## src/sv/i3kf_pkg.sv

```systemverilog
// Package for the 3x3 kernel image filter: payload structs, register indexes,
// filter codes, kernel weights and arithmetic constants.
// No dependencies; the lane, merge stage, top level and testbench import it.
`default_nettype none

package i3kf_pkg;

  typedef logic [23:0] pixel_t;

  typedef struct packed {
    logic       command;
    logic [7:0] red_in;
    logic [7:0] green_in;
    logic [7:0] blue_in;
  } pixel_in_t;

  typedef struct packed {
    logic [7:0] red_out;
    logic [7:0] green_out;
    logic [7:0] blue_out;
    logic       frame_last;
  } pixel_out_t;

  // Control carried with a request down the filter pipeline.
  typedef struct packed {
    logic emit;
    logic border;
    logic last;
  } stage_ctl_t;

  typedef enum logic [1:0] {
    CFG_FILTER_MODE  = 2'd0,
    CFG_IMAGE_WIDTH  = 2'd1,
    CFG_IMAGE_HEIGHT = 2'd2,
    CFG_COLOR_MODE   = 2'd3
  } cfg_index_e;

  localparam logic [2:0] FM_SMOOTH  = 3'd0;
  localparam logic [2:0] FM_BLUR    = 3'd1;
  localparam logic [2:0] FM_SHARPEN = 3'd2;
  localparam logic [2:0] FM_MEAN    = 3'd3;
  localparam logic [2:0] FM_EMBOSS  = 3'd4;
  localparam logic [2:0] FM_ZERO    = 3'd5;

  localparam logic        CMD_PIXEL = 1'b0;
  localparam logic        CMD_FLUSH = 1'b1;

  localparam logic [2:0]  FILTER_MODE_RST  = FM_SMOOTH;
  localparam logic [12:0] IMAGE_WIDTH_RST  = 13'd640;
  localparam logic [15:0] IMAGE_HEIGHT_RST = 16'd480;
  localparam logic        COLOR_MODE_RST   = 1'b0;

  // Weighted sums stay within -2040..4080.
  localparam int unsigned SUM_W = 13;

  // Reciprocals scaled by 2^16; exact truncating quotients for sums below 2^15.
  localparam int unsigned RECIP_SHIFT = 16;
  localparam int unsigned RECIP9      = 7282;
  localparam int unsigned RECIP3      = 21846;

  localparam int unsigned OQ_DEPTH = 8;
  localparam int unsigned OQ_PTR_W = $clog2(OQ_DEPTH);
  localparam int unsigned OQ_CNT_W = $clog2(OQ_DEPTH + 1);

  typedef logic signed [4:0] weight_t;

  localparam weight_t KERNELS [6][9] = '{
    '{5'sd1, 5'sd1, 5'sd1, 5'sd1, 5'sd1, 5'sd1, 5'sd1, 5'sd1, 5'sd1},
    '{5'sd1, 5'sd2, 5'sd1, 5'sd2, 5'sd4, 5'sd2, 5'sd1, 5'sd2, 5'sd1},
    '{5'sd0, -5'sd2, 5'sd0, -5'sd2, 5'sd11, -5'sd2, 5'sd0, -5'sd2, 5'sd0},
    '{-5'sd1, -5'sd1, -5'sd1, -5'sd1, 5'sd9, -5'sd1, -5'sd1, -5'sd1, -5'sd1},
    '{5'sd0, 5'sd1, 5'sd0, 5'sd0, 5'sd0, 5'sd0, 5'sd0, -5'sd1, 5'sd0},
    '{5'sd0, 5'sd0, 5'sd0, 5'sd0, 5'sd0, 5'sd0, 5'sd0, 5'sd0, 5'sd0}
  };

  // Unknown filter codes fall back to the all-zero kernel.
  function automatic weight_t kernel_weight(input logic [2:0] mode, input logic [3:0] tap);
    weight_t w;
    if (mode > FM_ZERO || tap > 4'd8) begin
      w = '0;
    end else begin
      w = KERNELS[mode][tap];
    end
    return w;
  endfunction

endpackage

`default_nettype wire

```

## src/sv/i3kf_lane.sv

```systemverilog
// One filter lane: weighted 3x3 sum of one 8-bit channel, registered, then
// constant division and saturation. Depends on i3kf_pkg.
`default_nettype none

module i3kf_lane (
  input  wire        clk_i,
  input  wire [2:0]  mode_i,
  input  wire [7:0]  taps_i [9],
  output logic [7:0] result_o
);
  import i3kf_pkg::*;

  logic signed [SUM_W-1:0] sum_d, sum_q;
  logic [11:0]             mag;
  logic [24:0]             prod9;
  logic [26:0]             prod3;
  logic [11:0]             quot;

  always_comb begin
    sum_d = '0;
    for (int n = 0; n < 9; n++) begin
      sum_d = sum_d + SUM_W'(kernel_weight(mode_i, 4'(n)))
                    * SUM_W'($signed({1'b0, taps_i[n]}));
    end
  end

  always_ff @(posedge clk_i) begin
    sum_q <= sum_d;
  end

  // Only positive sums reach the divider, so the magnitude fits 12 bits.
  assign mag   = sum_q[11:0];
  assign prod9 = 25'(mag) * 25'(RECIP9);
  assign prod3 = 27'(mag) * 27'(RECIP3);

  always_comb begin
    case (mode_i)
      FM_SMOOTH:  quot = 12'(prod9[24:RECIP_SHIFT]);
      FM_BLUR:    quot = 12'(mag[11:4]);
      FM_SHARPEN: quot = 12'(prod3[26:RECIP_SHIFT]);
      default:    quot = mag;
    endcase
  end

  always_comb begin
    if (sum_q <= 0) begin
      result_o = 8'd0;
    end else if (quot > 12'd255) begin
      result_o = 8'd255;
    end else begin
      result_o = quot[7:0];
    end
  end

endmodule

`default_nettype wire

```

## config.mk

```make
export PLATFORM = sky130hd
export DESIGN_NAME = i3kf_lane
export DESIGN_NICKNAME = d
export VERILOG_FILES = /design/src/sv/i3kf_pkg.sv /design/src/sv/i3kf_lane.sv
export SDC_FILE = /design/constraint.sdc
export NUM_CORES = 1
export LEC_CHECK = 0
export BUFFER_PORTS_ARGS = -buffer_cell sky130_fd_sc_hd__buf_2
export CAP_MARGIN = 15
export CORE_ASPECT_RATIO = 1.25
export CORE_UTILIZATION = 48
export CTS_CLUSTER_DIAMETER = 60
export DETAILED_ROUTE_END_ITERATION = 8
export HOLD_SLACK_MARGIN = 0.05
export PLACE_DENSITY = 0.64
export RECOVER_POWER = 100
export SLEW_MARGIN = 40
export SYNTH_ARGS = -nofsm -noshare
export SYNTH_HDL_FRONTEND = slang
export SYNTH_SLANG_ARGS = --single-unit
```

## constraint.sdc

```tcl
create_clock -name clk_i -period 9.4 [get_ports clk_i]
set_input_delay 0.94 -clock clk_i [delete_from_list [all_inputs] [get_ports clk_i]]
set_output_delay 0.94 -clock clk_i [all_outputs]
set_load 0.01 [all_outputs]
```

# Yosys cells after proc, flatten, opt, wreduce, memory -nomap -nowiden
# Memories as Yosys holds them, arrays and structs flattened.
# Cells that the tools add are included.
# word_totals
ff_bits	13
latch_bits	0
ramBits	0
rom_bits	360
inputBits	76
output_inout_bits	8
word_cells	43
mem_count	1
# memory_table
name	words	width	read_ports	rd_clocked_by_memory_dff	write_ports	line	text
(no name shown)	8	45	1	0	0	i3kf_pkg.sv:82	w = KERNELS[mode][tap];
# op_classes
addsub	8
n_mul	11
div	0
n_lt_le_gt_ge	4
eq_ne	2
n_shift	0
muxes	14
n_bitwise	1
reduce_logical	1
# op_table
operator	n
$mul 5x9->13	9
$add 13x13->13	8
$mux 45	2
$mux 5	9
$pmux 12 s3	1
$mul 12x14->26 const B	1
$mul 12x12->24 const B	1
$mux 8	2
$le 13x1->1 const B	1
$gt 12x8->1 const B	1
$ge 4x4->1 const B	1
$not 3->4	1
$eq 3x1->1 const B	1
$eq 3x2->1 const B	1
$gt 3x3->1 const B	1
$logic_not 3->1	1

# Depth between registers and ports, before layout
# Gate-level depths: netlist (run 1).
# depth
word_depth	14
depth_mapped	33
mapped_depth_nobuf	32

# Worst setup path after synthesis (run 1)
# No wires, ideal clock.
# synth_path
path_kind	in2reg
start	input port mode_i[1]
end	register sum_q[12]
setup_time_ns	0.121
arrival_ns	8.063
required_ns	9.279
path_slack_ns	1.217
path_stages	27
path_buffers	1
path_cell_list	inv_1 ha_1 o21ai_0 clkbuf_1 and2_1 fa_1 fa_1 fa_1 inv_1 fa_1 fa_1 inv_1 fa_1 fa_1 fa_1 inv_1 fa_1 inv_1 ha_1 a21o_1 a21oi_1 o21bai_1 a21oi_1 o21bai_1 a21oi_1 o21ai_0 xnor2_1
# synth_via
elab_chain_len	14
word_cells_on_any_way	31
cone_classes	add/sub (8); mul (9); order compare (1); mux (11); bitwise (1); memory (1)
# synth_lines
element	line	text
start: declaration	i3kf_lane.sv:7	input wire [2:0] mode_i,
$not 3->4 (implied by the code)	i3kf_pkg.sv:82	
$mem_v2 8x45	--	
$mux 45 (implied by the code) (2 in series)	i3kf_pkg.sv:82	
$mux 5	i3kf_pkg.sv:79	if (mode > FM_ZERO || tap > 4'd8) begin
$mul 5x9->13	i3kf_lane.sv:23	* SUM_W'($signed({1'b0, taps_i[n]}));
$add 13x13->13 (7 in series)	i3kf_lane.sv:22	sum_d = sum_d + SUM_W'(kernel_weight(mode_i, 4'(n)))
$add 13x13->13 *	i3kf_lane.sv:22	
net sum_d[12]	i3kf_lane.sv:13	logic signed [SUM_W-1:0] sum_d, sum_q;
end signal: assignment	i3kf_lane.sv:28	sum_q <= sum_d;
end: declaration	i3kf_lane.sv:13	
# The timed path passes the listed nets; every way through them passes the cells marked *. The select of a mux whose other input is x is not followed.

# Worst setup path in the final report (run 1)
# Same ends and word-level chain as after synthesis.

==> metrics.txt, run 1 <==
setup violators final=0; Non-Filler Instances=2229; minimum clock period after layout=8.57 ns; CTS tree=done; worst-path fanout max=9; syn_nets=2466; Mapped Cells=1729; Synth top cells by count=534 x inv_1, 391 x fa_1, 270 x ha_1, 123 x and2_1, 79 x nand2_1; Synth top area share=0.471; Slew Viols, Final=0; routed wire length=37.4 mm; maximum clock insertion buffer count=2; antenna violations before repair=3; drt drc=0; Post-Syn Area=16600 µm²; detailed placement HPWL=34.4 mm; Fin. Hold Viols=0; Clock Tree Root=clkbuf_16; number of synthesized register bits=13; total track usage=0.230; area leader, netlist=fa_1; WP data required=9.51 ns; Register Area=262 µm²; placed cell count=2225; DP Area=17600 µm²; total negative slack=0 ns; HP Class=input port to flop; max reg flops=13; Worst Path Arrival=8.67 ns; Highest Clock Rate=117 MHz; final instance area=17600 µm²; vias in the first global route=12800; Syn. warnings=0; Final ANT Viol Nets=0; Synth-to-Final Area Change=6.04%; post-DR vias/cell=4.99; drt initial violations=398; port bufs=83; main area contributors after synthesis=fa_1 47%, ha_1 20%, inv_1 12%; post-cts resize count=0; die area=35300 µm²; routed vias=11100; critical path startpoint category=input port; first-pass GRT wire length=63.0 mm; nets@finish=2544; Ports=84; most frequent cell after synthesis=inv_1; routability congestion estimate=0.886; fillers=3191; Die W=168 µm; Top reg by flops=sum_q; # hold bufs at CTS=0; worst-margin pin slew=0.792 ns; Starting Density=0.491; critical path class=input port to flop; WL/cell=16.8 µm; Synth async-reset ratio=0; GRT Residual Overflow=0; CP endpoint kind=flop; Cell variety after synth=74; share of the yosys chip area belonging to registers=0.0157; unrepaired setup endpoints after global routing=false; cts bufs inserted=3; result of the run=completed; postcts setup bufs=0; Regs by FF count=sum_q: 13 flops; area taken by multi-input logic gates=14200 µm²; number of flops mapped to enable cells by yosys=0; pin count of the biggest net entering global routing=34; Worst-path clk slew=0.04 ns; core area=33800 µm²; Die Ht=210 µm; Synth Area per Inst=9.60 µm²; Final period util=0.911; ANT cells=0; # rows=75; layout cell share with drive strength beyond 1=0.0714; worst rel slew slack=0.471; depth of the CTS H-tree=1; Pre-antenna DRT Iters=4; dominant synthesized flop cell=dfxtp_1; Max Cap Viol=0; count of clock tree sinks=13
-- critical path, cell delays in order --
cell	delay (ns)
clkbuf_1	0.18
inv_1	0.18
ha_1	0.33
nor2_1	0.33
clkbuf_1	0.39
and2_0	0.23
fa_1	0.40
inv_1	0.09
fa_1	0.41
fa_1	0.51
inv_1	0.05
fa_1	0.56
fa_1	0.47
fa_1	0.53
fa_1	0.44
fa_1	0.49
inv_1	0.05
fa_1	0.48
inv_1	0.06
ha_1	0.27
a21o_1	0.17
a21oi_1	0.22
o21bai_1	0.10
a21oi_1	0.22
o21bai_1	0.09
a21oi_1	0.21
o21ai_0	0.14
xnor2_1	0.13
-- placed cells by master, fill, tap and decap left out, types with 8 or more instances in the layout --
cell type / Yosys / routed
inv_1: 534 / 534
fa_1: 391 / 391
ha_1: 270 / 270
and2_1: 123 / 120
nand2_1: 79 / 79
buf_2: 2 / 76
nor2_1: 71 / 69
xnor2_1: 36 / 36
a21oi_1: 21 / 22
nand2b_1: 17 / 17
buf_4: 1 / 16
nor2b_1: 14 / 14
dfxtp_1: 13 / 12
a31oi_1: 11 / 11
clkbuf_1: 18 / 9
nand3_1: 8 / 8
o21ai_0: 9 / 8
-- area by class of cell --
class,count,share of cell area
Inverter,534,0.114
Sequential cell,13,0.0149
Tap cell,423,0.0301
Multi-Input combinational cell,1155,0.807
Timing Repair Buffer,100,0.0301
Clock buffer,4,0.00448
-- through the flow --
stage | hold slack, ns | worst slack [ns] | utilization
final | 1.25 | 0.833 | 0.521
after global routing | 1.29 | 0.307 | 0.521
after CTS | 1.27 | 0.973 | 0.522
after detailed placement | 1.50 | 0.722 | 0.520
after global placement | 1.51 | 0.907 | 0.520
after floorplan | 1.28 | 1.22 | -
-- cells by family (layout without fill, tap and decap cells) --
| kind of cell | Yosys count | after routing | synth area share |
|---|---|---|---|
| DFF | 13 | 13 | 0.0157 |
| and+or+nand+nor | 348 | 348 | 0.110 |
| muxes | 4 | 4 | 0.00271 |
| buffers and inverters | 561 | 638 | 0.128 |
| AOI/OAI and AO/OA | 99 | 99 | 0.0457 |
| adders and majority gates | 661 | 661 | 0.675 |
| xor gates and xnor gates | 43 | 43 | 0.0231 |
-- layer usage --
| layer | routed length [µm] | GRT usage | vias to the layer above |
|---|---|---|---|
| li1 | - | - | 5270 |
| met1 | 14000 | 0.264 | 5620 |
| met2 | 21400 | 0.465 | 181 |
| met3 | 1050 | 0.0124 | 50 |
| met4 | 812 | 0.0451 | 6 |
| met5 | 26 | 0 | - |
-- path summary, 6_finish.rpt --
| path | from | end | slack (ns) | cells past startpoint |
|---|---|---|---|---|
| max | mode_i[1] | sum_q[12] | 0.83 | 28 |
| min | taps_i[64] | sum_q[0] | 1.25 | 4 |
Power of run 1 is left out: the tool's default activity adds up to more than one toggle a clock period on the data nets, which glitch-free logic cannot reach.
==> run 2, diff against run 1 <==
Settings changed: HOLD_SLACK_MARGIN 0.05 to unset, PLACE_DENSITY 0.64 to unset.
==> run 2 against run 1 <==
Compared with the run above: routed wire length increased by 1.2%; global-route usage rose by 0.46 points; non-clock buffer count decreased by 1; via count grew 0.58%; clock-buffer cell count stayed put; maximum frequency shrank 0.86%; sequential share of layout area about the same; worst setup slack worse by 0.074 ns.
==> metrics.txt, run 2 (same netlist as run 1, synthesis figures left out) <==
total negative slack=0 ns; CP delay by family, top=adder cells; cts bufs inserted=3; commonest non-fill, non-tap cells in the layout=534 x inv_1, 391 x fa_1, 270 x ha_1; Worst Path Arrival=8.74 ns; setup violators final=0; Final period util=0.919; postcts setup bufs=0; Die W=168 µm; port bufs=83; core area=33800 µm²; critical path startpoint category=input port; CP endpoint kind=flop; total track usage=0.235; routed vias=11200; drt initial violations=421; antenna violations before repair=3; minimum clock period after layout=8.64 ns; post-DR vias/cell=5.02; Crit-path slowest cell=fa_1; worst rel slew slack=0.454; die area=35300 µm²; CTS tree=done; worst-margin pin slew=0.818 ns; routed wire length=37.8 mm; count of clock tree sinks=13; maximum clock insertion buffer count=2; depth of the CTS H-tree=1; critical path class=input port to flop; GRT Residual Overflow=0; Fin. Hold Viols=0; Worst Path Buf+Inv=7; Ports=84; Starting Density=0.491; result of the run=completed; Synth-to-Final Area Change=6.02%; drt drc=0; Worst-path clk slew=0.04 ns; max reg flops=13; first-pass GRT wire length=63.9 mm; WL/cell=17.0 µm; Regs by FF count=sum_q: 13 flops; CP most frequent cell=fa_1; crit-path max cell delay=0.56 ns; detailed placement HPWL=35.0 mm; nets@finish=2543; Slew Viols, Final=0; worst-path fanout max=9; pin count of the biggest net entering global routing=34; vias in the first global route=12800; # hold bufs at CTS=0; commonest non-fill, non-tap cell in the layout=inv_1; Final ANT Viol Nets=0; WP data required=9.50 ns; unrepaired setup endpoints after global routing=false; # rows=75; Pre-antenna DRT Iters=5; post-cts resize count=0; Highest Clock Rate=116 MHz; routability congestion estimate=0.904; Top reg by flops=sum_q; HP Class=input port to flop; Max Cap Viol=0; Die Ht=210 µm; layout cell share with drive strength beyond 1=0.0709; Clock Tree Root=clkbuf_16
[run 2: layout make-up]
cell class | instances | area (µm²)
Antenna cell | 1 | 2.50
Clock buffer | 4 | 78.8
Fill cell | 3220 | 16200
Inverter | 534 | 2000
Multi-Input combinational cell | 1155 | 14200
Sequential cell | 13 | 260
Tap cell | 423 | 529
Timing Repair Buffer | 99 | 523
[run 2: path summary, 6_finish.rpt]
check | depth (start not counted) | from | end | slack, ns
hold / removal | 4 | taps_i[64] | sum_q[0] | 1.25
setup / recovery | 28 | mode_i[1] | sum_q[12] | 0.76
[run 2: per-stage QoR]
stage / util / setup slack [ns] / std cells / cell area (µm²) / hold slack, ns
floorplan: - / 1.22 / 1729 / 16600 / 1.28
global placement: 0.519 / 0.797 / 2224 / 17500 / 1.50
detailed placement: 0.519 / 0.633 / 2224 / 17500 / 1.49
CTS: 0.522 / 0.871 / 2228 / 17600 / 1.25
global route: 0.521 / 0.263 / 2228 / 17600 / 1.28
finish: 0.521 / 0.759 / 2229 / 17600 / 1.25
[run 2: layer usage]
layer,GRT usage,vias up,share of wire
li1,-,5278,-
met1,0.268,5685,0.38
met2,0.468,164,0.57
met3,0.00995,60,0.021
met4,0.0649,4,0.029
met5,0,-,0.00066
Power of run 2 is left out for the same reason.
